`config.mk`:
```
export PLATFORM = sky130hd
export DESIGN_NAME = lfu_seq
export DESIGN_NICKNAME = d
export VERILOG_FILES = /design/src/rtl/lfu_pkg.sv /design/src/rtl/lfu_seq.sv
export SDC_FILE = /design/constraint.sdc
export NUM_CORES = 1
export LEC_CHECK = 0
export BUFFER_PORTS_ARGS = -buffer_cell sky130_fd_sc_hd__buf_2
export CAP_MARGIN = 20
export CORE_AREA = 2 2 265 267
export CTS_CLUSTER_SIZE = 14
export DETAILED_ROUTE_END_ITERATION = 6
export DIE_AREA = 0 0 267 269
export PLACE_DENSITY_LB_ADDON = 0.08
export SLEW_MARGIN = 20
export SYNTH_ARGS = -nofsm -noshare
export SYNTH_HDL_FRONTEND = slang
export SYNTH_SLANG_ARGS = --single-unit
```
`constraint.sdc`:
```
create_clock -name clk -period 11.8 [get_ports clk]
set_clock_uncertainty 0.15 [all_clocks]
set_input_delay 3.54 -clock clk [delete_from_list [all_inputs] [get_ports clk]]
set_output_delay 3.54 -clock clk [all_outputs]
set_load 0.01 [all_outputs]
```
`src/rtl/lfu_pkg.sv`:
```
// lfu_pkg: types and codes shared by the cache cells, the sequencer and the top level
// depends on nothing; every other file refers to it by scoped names
package lfu_pkg;

	localparam int KEY_W   = 32;
	localparam int VAL_W   = 32;
	localparam int CNT_W   = 32;
	localparam int STAMP_W = 64;
	localparam int USED_W  = 5;

	// sweep token, handed from cell to cell once per request
	typedef struct packed {
		logic               vld;
		logic               found;
		logic [VAL_W-1:0]   found_val;
		logic               free;
		logic               vic;
		logic [CNT_W-1:0]   vic_cnt;
		logic [STAMP_W-1:0] vic_stamp;
		logic [KEY_W-1:0]   vic_key;
		logic [USED_W-1:0]  used;
	} lfu_tok_t;

	typedef enum logic [2:0] {
		CMD_NONE,
		CMD_TOUCH,
		CMD_WRITE,
		CMD_REPLACE,
		CMD_FILL
	} lfu_cmd_t;

	// update broadcast to all cells at the end of a request
	typedef struct packed {
		lfu_cmd_t           op;
		logic [KEY_W-1:0]   key;
		logic [VAL_W-1:0]   value;
		logic [STAMP_W-1:0] stamp;
		logic [KEY_W-1:0]   vic_key;
	} lfu_upd_t;

	typedef enum logic [1:0] {
		ST_IDLE,
		ST_SWEEP,
		ST_DONE
	} lfu_state_t;

endpackage

```
`src/rtl/lfu_seq.sv`:
```
// lfu_seq: request sequencer, capacity register, update decision and output register
// depends on lfu_pkg for the token, update and state types
module lfu_seq #(
	parameter int CAPACITY = 16
) (
	input  logic                          clk,
	input  logic                          arst_n,
	input  logic                          cfg_we,
	input  logic [4:0]                    cfg_wdata,
	input  logic                          s_tvalid,
	output logic                          s_tready,
	input  logic [63:0]                   s_tdata,
	input  logic                          s_tuser,
	output logic                          m_tvalid,
	input  logic                          m_tready,
	output logic [63:0]                   m_tdata,
	output logic [1:0]                    m_tuser,
	output logic [lfu_pkg::KEY_W-1:0]     req_key,
	output lfu_pkg::lfu_tok_t             tok_start,
	input  lfu_pkg::lfu_tok_t             tok_last,
	output lfu_pkg::lfu_upd_t             upd
);

	localparam logic [4:0] CAP_LIM = 5'((CAPACITY > 31) ? 31 : CAPACITY);

	lfu_pkg::lfu_state_t         state_q, state_d;
	logic [4:0]                  cap_q;
	logic [lfu_pkg::STAMP_W-1:0] op_cnt_q;
	logic                        func_q;
	logic [lfu_pkg::KEY_W-1:0]   key_q;
	logic [lfu_pkg::VAL_W-1:0]   val_q;
	logic                        start_q;
	lfu_pkg::lfu_tok_t           fin_q;
	logic                        out_valid_q;
	logic                        hit_q;
	logic                        evicted_q;
	logic [31:0]                 read_value_q;
	logic [31:0]                 evicted_key_q;
	logic [4:0]                  lim;
	logic                        accept;
	logic                        fire;
	logic                        ev;
	logic [31:0]                 rd;

	assign accept = s_tvalid && s_tready;

	always_comb begin
		lim = cap_q;
		if (lim == 5'd0)
			lim = 5'd1;
		if (lim > CAP_LIM)
			lim = CAP_LIM;
	end

	always_comb begin
		state_d = state_q;
		case (state_q)
			lfu_pkg::ST_IDLE:  if (accept) state_d = lfu_pkg::ST_SWEEP;
			lfu_pkg::ST_SWEEP: if (tok_last.vld) state_d = lfu_pkg::ST_DONE;
			lfu_pkg::ST_DONE:  if (fire) state_d = lfu_pkg::ST_IDLE;
			default:           state_d = lfu_pkg::ST_IDLE;
		endcase
	end

	always_comb begin
		s_tready      = (state_q == lfu_pkg::ST_IDLE);
		fire          = (state_q == lfu_pkg::ST_DONE) && (!out_valid_q || m_tready);
		ev            = 1'b0;
		rd            = '0;
		upd.op        = lfu_pkg::CMD_NONE;
		upd.key       = key_q;
		upd.value     = val_q;
		upd.stamp     = op_cnt_q;
		upd.vic_key   = fin_q.vic_key;
		if (fin_q.found) begin
			if (func_q) begin
				upd.op = lfu_pkg::CMD_WRITE;
			end else begin
				upd.op = lfu_pkg::CMD_TOUCH;
				rd     = fin_q.found_val;
			end
		end else if (func_q) begin
			if ((fin_q.used >= lim) && fin_q.vic) begin
				ev     = 1'b1;
				upd.op = lfu_pkg::CMD_REPLACE;
			end else if (fin_q.free) begin
				upd.op = lfu_pkg::CMD_FILL;
			end
		end
		if (!fire)
			upd.op = lfu_pkg::CMD_NONE;
		tok_start     = '0;
		tok_start.vld = start_q;
	end

	assign req_key  = key_q;
	assign m_tvalid = out_valid_q;
	assign m_tdata  = {evicted_key_q, read_value_q};
	assign m_tuser  = {evicted_q, hit_q};

	always_ff @(posedge clk or negedge arst_n) begin
		if (!arst_n) begin
			state_q     <= lfu_pkg::ST_IDLE;
			cap_q       <= 5'd16;
			op_cnt_q    <= '0;
			start_q     <= 1'b0;
			out_valid_q <= 1'b0;
		end else begin
			state_q <= state_d;
			start_q <= accept;
			if (cfg_we)
				cap_q <= cfg_wdata;
			if (accept)
				op_cnt_q <= op_cnt_q + 1'b1;
			if (fire)
				out_valid_q <= 1'b1;
			else if (m_tready)
				out_valid_q <= 1'b0;
		end
	end

	always_ff @(posedge clk) begin
		if (accept) begin
			func_q <= s_tuser;
			key_q  <= s_tdata[31:0];
			val_q  <= s_tdata[63:32];
		end
		if (tok_last.vld)
			fin_q <= tok_last;
		if (fire) begin
			hit_q         <= fin_q.found;
			read_value_q  <= rd;
			evicted_q     <= ev;
			evicted_key_q <= ev ? fin_q.vic_key : 32'd0;
		end
	end

	a_tok_in_sweep: assert property (@(posedge clk) disable iff (!arst_n)
		tok_last.vld |-> (state_q == lfu_pkg::ST_SWEEP))
		else $error("sweep token left the chain outside a sweep");

	a_evict_on_put_miss: assert property (@(posedge clk) disable iff (!arst_n)
		(fire && ev) |-> (func_q && !fin_q.found))
		else $error("eviction on a hit or on a get");

	a_accept_starts: assert property (@(posedge clk) disable iff (!arst_n)
		accept |=> (state_q == lfu_pkg::ST_SWEEP) && start_q)
		else $error("accepted word did not start a sweep");

	a_fire_loads_out: assert property (@(posedge clk) disable iff (!arst_n)
		fire |=> out_valid_q)
		else $error("result lost at output register");

endmodule

```
==> flow_summary_export.csv <==
group,metric,value,unit
run_status,outcome,"finished clean",
worst_hold_path,min_path_type,"reg2reg",
clock_tree,worstSkewPairLatency,0.55,ns
sta,finalCriticalPeriod,8.46,ns
cells_and_area,nets,1462,
flow_run,max-cap-violations,0,
setup_path,critPathKind,"in2out",
routing,ant_nets,0,
clock_tree,max-clock-path-buffers,3,
worst_hold_path,min_to,"op_cnt_q[63]",
clock_tree,cts_buffers,39,
floorplanning,io_pins,676,
synthesis,synth_seq_cells,276,
routing,vias,7019,
setup_path,worst-endpoint-required,8.11,ns
synthesis,synth_common_cells,"buf_4, edfxtp_1, dfrtp_1, xnor2_1, nand2_1",
floorplanning,die_w,267,um
power,power.density,183,mW/mm2
clock_tree,clock-sinks,276,
grt,grt_max_degree,69,
floorplanning,start_util,17.2,%
power,p_leak,0.00659,uW
sta,tns,0,ns
setup_path,r2r_start,"cap_q[1]",
routing,wl,36800,um
routing,wl_per_cell,16.8,um
sta,fmax,118,MHz
setup_path,crit_path_end_kind,"output pin",
place,dp_cells,2111,
sta,hold_viol,0,
synthesis,synth_edf_count,203,
floorplanning,core_area,0.0693,mm2
place,port_buffers,411,
place,gp_congestion,0.713,
grt,grt_pass1_wl,50600,um
synthesis,async_flop_share,26.4,%
clock_tree,tritoncts,"yes",
floorplanning,die_h,269,um
floorplanning,die-area,0.0718,mm2
power,finalPower,2790,uW
synthesis,netlist_top_cells_area,"edfxtp_1, dfrtp_1, buf_4",
setup_path,reg2reg_slack,9.13,ns
clock_tree,clock-root-buffer,"clkbuf_16",
power,vdd_drop_max,0.0755,mV
clock_tree,cts_resized,0,
setup_path,critPathLaunchType,"input port",
grt,grtUsageTotal,9.69,%
sta,holdWs,0.324,ns
synthesis,syn_inst,835,
routing,drc,0,
cells_and_area,drive_gt1_share,40.8,%
clock_tree,cts_hold_buf,0,
synthesis,avgSynthCellArea,14.3,um2
routing,via_per_inst,3.21,
worst_hold_path,hp-start,"op_cnt_q[63]",
clock_tree,clkTransAtPathRegs,0.05,ns
synthesis,synth_top_area_share,51.0,%
grt,grt.overflow.total,0,
sta,setup_viol,0,
synthesis,ys_seq_area_share,66.3,%
cells_and_area,stdcell_count,2184,
sta,period_share,71.7,%
cells_and_area,synthToLayoutAreaGrowth,27.7,%
sta,final_max_slew_viol_count,0,
sta,tightest_slew,0.957,ns
synthesis,yosysUniqueCellTypes,48,
synthesis,yosysTopAreaCell,"edfxtp_1",
synthesis,yosysWarnings,0,
grt,antenna_found_initial,15,
setup_path,critPathMaxFanout,25,
synthesis,synth.most_common_cell,"buf_4",
synthesis,ys.flop_type,"edfxtp_1",
worst_hold_path,hold_depth,1,
floorplanning,num_rows,97,
setup_path,r2r_cells,10,
sta,slew-limit-headroom,36.2,%
setup_path,r2r-end,"evicted_key_q[24]",
sta,rsz0062_at_grt,"no",
clock_tree,postCtsSetupBuffers,0,
routing,drt-pass1-iter-count,4,
clock_tree,htree_levels,2,
setup_path,arrival,4.77,ns
grt,grt_pass1_vias,7051,
place,hpwl,26800,um
synthesis,syn_area,0.0120,mm2
routing,drt_iter0_markers,278,
-- logic make-up after synthesis --
logic type,synth area share (%)
adder cells (fa/ha/maj),0.628
AND/OR/NAND/NOR,11.5
other,0.0314
flip-flops,66.3
AO/OA/AOI/OAI,0.555
multiplexers,0.471
buffers and inverters,15.9
XOR/XNOR,4.62
-- sequential cells by signal, summed over array words and instances (netlist names) --
register	flops
cap_q	5
evicted_key_q	32
evicted_q	1
fin_q	40
func_q	1
hit_q	1
m_tvalid	1
op_cnt_q	64
read_value_q	32
req_key	32
start_q	1
state_q	2
upd	32
val_q	32
-- report_power, final --
group	leakage [uW]	switching, uW	internal, uW
Sequential	0.00288	60.2	1200
Combinational	0.00313	281	134
Clock	0.000585	465	655
-- area by class of cell --
cell class,instances,area (um2)
Tap cell,940,1180
Timing Repair Buffer,418,2110
Inverter,16,65.1
Clock inverter,12,93.8
Sequential cell,276,7920
Antenna cell,1,2.50
Fill cell,7569,54000
Clock buffer,60,1110
Multi-Input combinational cell,461,2770
-- placed cells by master (no fill, tap or decap), drive strengths merged, types with 2 or more instances in the layout --
cell | Yosys | layout
buf | 240 | 418
edfxtp | 203 | 203
conb | 1 | 168
dfrtp | 72 | 72
clkbuf | 9 | 60
xnor2 | 41 | 41
nand2 | 34 | 34
nor3b | 33 | 33
and2 | 32 | 32
nand3 | 23 | 23
xor2 | 22 | 22
nor2 | 19 | 19
nor3 | 19 | 19
inv | 15 | 16
nand4 | 16 | 16
clkinv | 1 | 11
nor4 | 10 | 10
ha | 6 | 6
and3 | 5 | 5
mux2 | 5 | 5
and4 | 4 | 4
nand2b | 4 | 4
a21o | 3 | 3
or3 | 2 | 2
and3b | 2 | 2
o21ai | 2 | 2
-- worst max-delay path by stage --
stage	startpoint	to	slack (ns)	cells past startpoint
floorplan	m_tready	upd[162]	0.77	4
global placement	m_tready	upd[162]	3.26	7
detailed placement	m_tready	upd[162]	3.31	7
CTS	m_tready	upd[162]	3.29	7
global route	m_tready	upd[162]	3.14	7
finish	m_tready	upd[162]	3.34	7
-- critical path, stage by stage --
cell and delay (ns):
buf_2 0.08, nand2b_1 0.13, nor2b_4 0.14, buf_4 0.34, nand3_1 0.12, nor3b_1 0.19
buf_2 0.18
-- layer usage --
metal	vias to the layer above	global-route usage (%)	part of all wire [%]
met1	3392	12.1	42
met2	273	14.4	45
met5	-	0	0.38
li1	3261	-	-
met3	71	4.90	11
met4	22	3.25	2.2
-- stage by stage --
step | worst slack [ns] | cell area [um2] | utilization [%]
2_1_floorplan | 0.769 | 12600 | -
3_3_place_gp | 3.26 | 14100 | 20.3
3_5_place_dp | 3.31 | 14100 | 20.3
4_1_cts | 3.29 | 15300 | 22.0
5_1_grt | 3.14 | 15300 | 22.0
6_report | 3.34 | 15300 | 22.0
(Power assumes the default switching activity.)
