$ cat src/rtl/lfu_pkg.sv
// lfu_pkg: types and codes shared by the cache cells, the sequencer and the top level
// depends on nothing; every other file refers to it by scoped names
package lfu_pkg;

	localparam int KEY_W   = 32;
	localparam int VAL_W   = 32;
	localparam int CNT_W   = 32;
	localparam int STAMP_W = 64;
	localparam int USED_W  = 5;

	// sweep token, handed from cell to cell once per request
	typedef struct packed {
		logic               vld;
		logic               found;
		logic [VAL_W-1:0]   found_val;
		logic               free;
		logic               vic;
		logic [CNT_W-1:0]   vic_cnt;
		logic [STAMP_W-1:0] vic_stamp;
		logic [KEY_W-1:0]   vic_key;
		logic [USED_W-1:0]  used;
	} lfu_tok_t;

	typedef enum logic [2:0] {
		CMD_NONE,
		CMD_TOUCH,
		CMD_WRITE,
		CMD_REPLACE,
		CMD_FILL
	} lfu_cmd_t;

	// update broadcast to all cells at the end of a request
	typedef struct packed {
		lfu_cmd_t           op;
		logic [KEY_W-1:0]   key;
		logic [VAL_W-1:0]   value;
		logic [STAMP_W-1:0] stamp;
		logic [KEY_W-1:0]   vic_key;
	} lfu_upd_t;

	typedef enum logic [1:0] {
		ST_IDLE,
		ST_SWEEP,
		ST_DONE
	} lfu_state_t;

endpackage

$ cat src/rtl/lfu_cell.sv
// lfu_cell: one cache entry with its key compare and one step of the victim search
// depends on lfu_pkg for the token and update types
module lfu_cell (
	input  logic                         clk,
	input  logic                         arst_n,
	input  logic [lfu_pkg::KEY_W-1:0]    req_key,
	input  lfu_pkg::lfu_tok_t            tok_i,
	output lfu_pkg::lfu_tok_t            tok_o,
	input  lfu_pkg::lfu_upd_t            upd
);

	logic [lfu_pkg::KEY_W-1:0]   key_q;
	logic [lfu_pkg::VAL_W-1:0]   val_q;
	logic [lfu_pkg::CNT_W-1:0]   cnt_q;
	logic [lfu_pkg::STAMP_W-1:0] stamp_q;
	logic                        valid_q;
	logic                        first_free_q;
	lfu_pkg::lfu_tok_t           tok_q;
	lfu_pkg::lfu_tok_t           tok_d;
	logic                        better;
	logic                        upd_match;
	logic                        vic_match;
	logic [lfu_pkg::CNT_W-1:0]   cnt_inc;

	assign better = !tok_i.vic || (cnt_q < tok_i.vic_cnt) ||
		((cnt_q == tok_i.vic_cnt) && (stamp_q < tok_i.vic_stamp));

	always_comb begin
		tok_d = tok_i;
		if (tok_i.vld) begin
			if (valid_q) begin
				if (tok_i.used != '1)
					tok_d.used = tok_i.used + 1'b1;
				if ((key_q == req_key) && !tok_i.found) begin
					tok_d.found     = 1'b1;
					tok_d.found_val = val_q;
				end
				if (better) begin
					tok_d.vic       = 1'b1;
					tok_d.vic_cnt   = cnt_q;
					tok_d.vic_stamp = stamp_q;
					tok_d.vic_key   = key_q;
				end
			end else begin
				tok_d.free = 1'b1;
			end
		end
	end

	assign tok_o     = tok_q;
	assign upd_match = valid_q && (key_q == upd.key);
	assign vic_match = valid_q && (key_q == upd.vic_key);
	// use count saturates
	assign cnt_inc   = (cnt_q != '1) ? cnt_q + 1'b1 : cnt_q;

	always_ff @(posedge clk or negedge arst_n) begin
		if (!arst_n) begin
			tok_q        <= '0;
			valid_q      <= 1'b0;
			first_free_q <= 1'b0;
		end else begin
			tok_q <= tok_d;
			if (tok_i.vld)
				first_free_q <= !valid_q && !tok_i.free;
			if ((upd.op == lfu_pkg::CMD_FILL) && first_free_q)
				valid_q <= 1'b1;
		end
	end

	always_ff @(posedge clk) begin
		case (upd.op)
			lfu_pkg::CMD_TOUCH: begin
				if (upd_match) begin
					cnt_q   <= cnt_inc;
					stamp_q <= upd.stamp;
				end
			end
			lfu_pkg::CMD_WRITE: begin
				if (upd_match) begin
					cnt_q   <= cnt_inc;
					stamp_q <= upd.stamp;
					val_q   <= upd.value;
				end
			end
			lfu_pkg::CMD_REPLACE: begin
				if (vic_match) begin
					key_q   <= upd.key;
					val_q   <= upd.value;
					cnt_q   <= lfu_pkg::CNT_W'(1);
					stamp_q <= upd.stamp;
				end
			end
			lfu_pkg::CMD_FILL: begin
				if (first_free_q) begin
					key_q   <= upd.key;
					val_q   <= upd.value;
					cnt_q   <= lfu_pkg::CNT_W'(1);
					stamp_q <= upd.stamp;
				end
			end
			default: begin
			end
		endcase
	end

endmodule

$ cat config.mk
export PLATFORM = sky130hd
export DESIGN_NAME = lfu_cell
export DESIGN_NICKNAME = d
export VERILOG_FILES = /design/src/rtl/lfu_pkg.sv /design/src/rtl/lfu_cell.sv
export SDC_FILE = /design/constraint.sdc
export NUM_CORES = 1
export LEC_CHECK = 0
export ABC_AREA = 1
export BUFFER_PORTS_ARGS = -buffer_cell sky130_fd_sc_hd__buf_4
export CORE_ASPECT_RATIO = 0.75
export CORE_MARGIN = 2
export CORE_UTILIZATION = 30
export CTS_CLUSTER_SIZE = 24
export DETAILED_ROUTE_END_ITERATION = 12
export GPL_ROUTABILITY_DRIVEN = 0
export GPL_TIMING_DRIVEN = 0
export HOLD_SLACK_MARGIN = 0.12
export PLACE_DENSITY = 0.5
export SLEW_MARGIN = 5
export SYNTH_ARGS = -nofsm -noshare
export SYNTH_HDL_FRONTEND = slang
export SYNTH_SLANG_ARGS = --single-unit
export TNS_END_PERCENT = 100
$ cat constraint.sdc
create_clock -name clk -period 9.6 [get_ports clk]
set_input_delay 1.44 -clock clk [delete_from_list [all_inputs] [get_ports clk]]
set_output_delay 1.44 -clock clk [all_outputs]
set_load 0.1 [all_outputs]
==> summary.txt <==
DIE
-----------------------------------------------------------------------------------------
Area of the die ............................................................  0.0561 mm^2
Site Rows ..................................................................           73
Initial Utilization ........................................................        30.5%
Horizontal die dimension ...................................................       273 um
IO Count ...................................................................          535
Die boundary height ........................................................       206 um
Core footprint .............................................................  0.0532 mm^2

CLOCKING
-----------------------------------------------------------------------------------------
Number of hold buffers added after CTS .....................................            0
Cell at the root of the clock tree ......................................... sky130_fd_sc_hd__clkbuf_16
Clock transition at the registers of the reported paths ....................      0.06 ns
Cts bufs inserted ..........................................................           39
# Post-CTS Setup Buffers ...................................................            0
Maximum number of buffers from clock root to sink ..........................            3
CTS tree ...................................................................        built
Sink count of the clock tree ...............................................          331
Clock latency of the later-clocked register in the worst-skew pair .........      0.55 ns
Resized cells post-CTS .....................................................            0
CTS HTree Levels ...........................................................            2

DETAILED ROUTING
-----------------------------------------------------------------------------------------
Final antenna-violating net count ..........................................            0
Via count normalized by instance count .....................................         4.54
Number of DRC violations after detailed-routing iteration 0 ................          777
Vias .......................................................................       13,700
Final routed DRC violation total ...........................................            0
Average wire length per cell after detail routing ..........................      18.7 um
First-pass DRT Iterations ..................................................            8
Routed Wire Length .........................................................    56,600 um

TIMING
-----------------------------------------------------------------------------------------
Max transition margin ......................................................        16.0%
Final Hold Fails ...........................................................            0
Time the final worst path needs with I/O delays and setup ..................      3.65 ns
Peak clock frequency supported by timing ...................................      274 MHz
Worst hold slack ...........................................................     0.495 ns
Number of pins exceeding their max-slew limit in the final report ..........            0
Clk_skew ...................................................................    0.0211 ns
Number of endpoints failing setup at the final stage .......................            0
Transition time at the pin with the least slew margin ......................      1.26 ns
Total negative slack .......................................................         0 ns
RSZ-0062 raised after global routing .......................................        false
Ratio of final minimum period to clock period ..............................        38.0%

YOSYS
-----------------------------------------------------------------------------------------
Cell count after synthesis .................................................        1,698
Post-synth EDFFs ...........................................................          160
Total nets after synthesis .................................................        2,161
Yosys warns ................................................................            0
Area share of the largest cell type after synthesis ........................        29.5%
Synth cell types ...........................................................           40
Leading cell type by number of instances after synthesis ................... sky130_fd_sc_hd__nand2_1
Number of flip-flops and latches in the synthesized netlist ................          331
Synth Area per Inst ........................................................    9.58 um^2
Top_reg_cell synth ......................................................... sky130_fd_sc_hd__dfrtp_1
Leading cell types by total area after synthesis ........................... sky130_fd_sc_hd__edfxtp_1, sky130_fd_sc_hd__dfrtp_1, sky130_fd_sc_hd__nand2_1
Yosys top cell by area ..................................................... sky130_fd_sc_hd__edfxtp_1
Proportion of register bits with asynchronous set or reset after synthesis .        51.7%
Synthesized cell area ......................................................  0.0163 mm^2
Post-synthesis sequential area ratio .......................................        55.9%
Most frequent cells after synthesis ........................................ sky130_fd_sc_hd__nand2_1, sky130_fd_sc_hd__inv_1, sky130_fd_sc_hd__dfrtp_1, sky130_fd_sc_hd__nand3_1, sky130_fd_sc_hd__edfxtp_1

PLACED DESIGN
-----------------------------------------------------------------------------------------
Number of cells after detailed placement ...................................        2,951
Number of port buffers .....................................................          534
Estimated wirelength of the detail-placed design ...........................    44,700 um

CRITICAL PATH
-----------------------------------------------------------------------------------------
Type of element capturing the critical path ................................     register
Number of cells on the worst reg-to-reg path ...............................           11
Startpoint-to-endpoint class of the critical path .......................... input pin to register
FF-to-FF setup slack .......................................................      6.48 ns
Data arrival time of the critical path .....................................      4.10 ns
Critical Path Start Type ...................................................    input pin
Capture point of the worst reg-to-reg path .................................    cnt_q[10]
Critical Path Source .......................................................   tok_i[132]
Highest fanout seen on the critical path ...................................           10
Startpoint of the worst-slack reg-to-reg timing path .......................     key_q[5]
Critical Path RT ...........................................................     10.05 ns

GLOBAL ROUTING
-----------------------------------------------------------------------------------------
Maximum number of pins on one net before global-route repair ...............           95
GR Util All Layers .........................................................        19.8%
Vias in the first global route .............................................       13,900
Residual overflow from global routing ......................................            0
First-pass GRT wire length .................................................    83,900 um
Number of antenna violations at the first check in global routing ..........            8

FINAL LAYOUT
-----------------------------------------------------------------------------------------
Area Growth Syn to Fin .....................................................        38.5%
Fill cell total of the finished layout .....................................        5,258
Net total in the final layout ..............................................        2,743
Fraction of layout cells with a size suffix above 1 ........................        28.6%
Final std cells w/o fill ...................................................        3,026

PWR
-----------------------------------------------------------------------------------------
Proportion of power drawn by the clock network .............................        33.3%
Sequential Power Share .....................................................        39.6%
Sw Ratio ...................................................................        35.6%
Combinational share of power ...............................................        27.2%
Peak supply drop ...........................................................     0.122 mV
Internal power summed over all cells .......................................      2730 uW
Leakage dissipation ........................................................    0.0111 uW
Switching pwr ..............................................................      1510 uW
Power per standard cell area ...............................................  188 mW/mm^2

MIN PATH
-----------------------------------------------------------------------------------------
Worst Hold Path Cells ......................................................            2
Destination of the worst hold path .........................................   tok_o[158]
Hold Startpoint ............................................................    val_q[23]
Hold crit path type ........................................................ register to register

STATUS
-----------------------------------------------------------------------------------------
Outcome .................................................................... finished, final reports clean

FLOW RUN
-----------------------------------------------------------------------------------------
Max-cap check violation count ..............................................            0

==> power by group through the flow <==
| stage | sequential (uW) | combinational [uW] | clock [uW] |
|---|---|---|---|
| 2_1_floorplan | 2200 | 268 | 0 |
| 3_3_place_gp | 1710 | 1140 | 0 |
| 3_5_place_dp | 1710 | 1160 | 0 |
| 4_1_cts | 1680 | 1160 | 1460 |
| 5_1_grt | 1690 | 1230 | 1520 |
| 6_report | 1680 | 1150 | 1410 |
==> worst max-delay path by stage <==
stage / end / slack (ns) / cells after the start
after floorplan: stamp_q[0] / 4.20 / 8
after global placement: stamp_q[20] / 1.69 / 10
after detailed placement: tok_o[102] / 5.35 / 17
after CTS: tok_o[102] / 5.94 / 17
after global routing: cnt_q[15] / 5.69 / 11
final: tok_o[102] / 5.95 / 17
==> layout make-up <==
class	count	area, um^2	area share, %
multi-input combinational	1095	6030	26.8
sequential	331	9080	40.3
clock inverter	18	125	0.556
clock buffer	52	1040	4.64
antenna	5	12.5	0.0556
buffer	51	352	1.56
tap	712	891	3.96
inverter	221	830	3.68
timing repair buffer	541	4150	18.4
==> flip-flops by register name, indices dropped and copies added (netlist names) <==
| name | cells |
|---|---|
| tok_o | 169 |
| first_free_q | 1 |
| val_q | 32 |
| stamp_q | 64 |
| valid_q | 1 |
| key_q | 32 |
| cnt_q | 32 |
==> placed cells by master (no fill, tap or decap), types with 5 or more instances in the layout <==
master	n
sky130_fd_sc_hd__xnor2_1	24
sky130_fd_sc_hd__diode_2	5
sky130_fd_sc_hd__xor2_1	29
sky130_fd_sc_hd__ha_1	97
sky130_fd_sc_hd__clkbuf_16	39
sky130_fd_sc_hd__or2_2	7
sky130_fd_sc_hd__inv_1	219
sky130_fd_sc_hd__a21oi_1	62
sky130_fd_sc_hd__buf_4	549
sky130_fd_sc_hd__nand2_1	458
sky130_fd_sc_hd__dfrtp_1	171
sky130_fd_sc_hd__clkbuf_1	32
sky130_fd_sc_hd__o21ai_0	48
sky130_fd_sc_hd__nor4_1	7
sky130_fd_sc_hd__edfxtp_1	160
sky130_fd_sc_hd__o22ai_1	9
sky130_fd_sc_hd__clkinv_1	5
sky130_fd_sc_hd__a211oi_1	5
sky130_fd_sc_hd__nor2_1	60
sky130_fd_sc_hd__nor3b_1	8
sky130_fd_sc_hd__nand4_1	16
sky130_fd_sc_hd__o21a_1	5
sky130_fd_sc_hd__o21ai_1	31
sky130_fd_sc_hd__buf_6	14
sky130_fd_sc_hd__o211ai_1	5
sky130_fd_sc_hd__nor3_1	23
sky130_fd_sc_hd__nand3_1	161
sky130_fd_sc_hd__nand3_2	7
sky130_fd_sc_hd__nor2_2	6
sky130_fd_sc_hd__clkinv_2	7
==> routing by layer <==
layer,vias up,wire [um],global-route usage (%)
li1,6782,-,-
met1,6444,24500,26.2
met2,442,26000,31.5
met3,67,5120,6.50
met4,8,958,4.51
met5,-,61,0
==> metrics by stage <==
step	total power (uW)	instance area (um^2)	utilization (%)	setup WS, ns
after detailed placement	2870	21300	40.1	5.35
after global placement	2850	21200	39.7	1.69
final	4240	22500	42.3	5.95
after floorplan	2460	16300	-	4.20
after global routing	4440	22500	42.3	5.69
after CTS	4310	22500	42.3	5.94
==> critical path, stage by stage <==
cell and delay, ns:
sky130_fd_sc_hd__buf_4 0.10, sky130_fd_sc_hd__inv_1 0.04, sky130_fd_sc_hd__ha_1 0.29, sky130_fd_sc_hd__nand2_1 0.07, sky130_fd_sc_hd__nor2_1 0.14, sky130_fd_sc_hd__nand4_1 0.16, sky130_fd_sc_hd__nor2_1 0.12, sky130_fd_sc_hd__nand2_1 0.19
sky130_fd_sc_hd__nor2_1 0.14, sky130_fd_sc_hd__nand3_1 0.09, sky130_fd_sc_hd__nor2_1 0.11, sky130_fd_sc_hd__nand2_1 0.19, sky130_fd_sc_hd__nand2_2 0.14, sky130_fd_sc_hd__buf_4 0.30, sky130_fd_sc_hd__buf_4 0.26, sky130_fd_sc_hd__nand3_1 0.09
sky130_fd_sc_hd__nand2_1 0.21
==> kinds of logic after synthesis <==
kind of cell,Yosys count,synth area share (%)
AOI/OAI and AO/OA,178,6.01
xor gates and xnor gates,53,2.85
adders and majority gates,97,7.46
buffers and inverters,272,7.26
DFF,331,55.9
muxes,1,0.0692
and+or+nand+nor,766,20.5
Power figures use the tool's default switching activity.
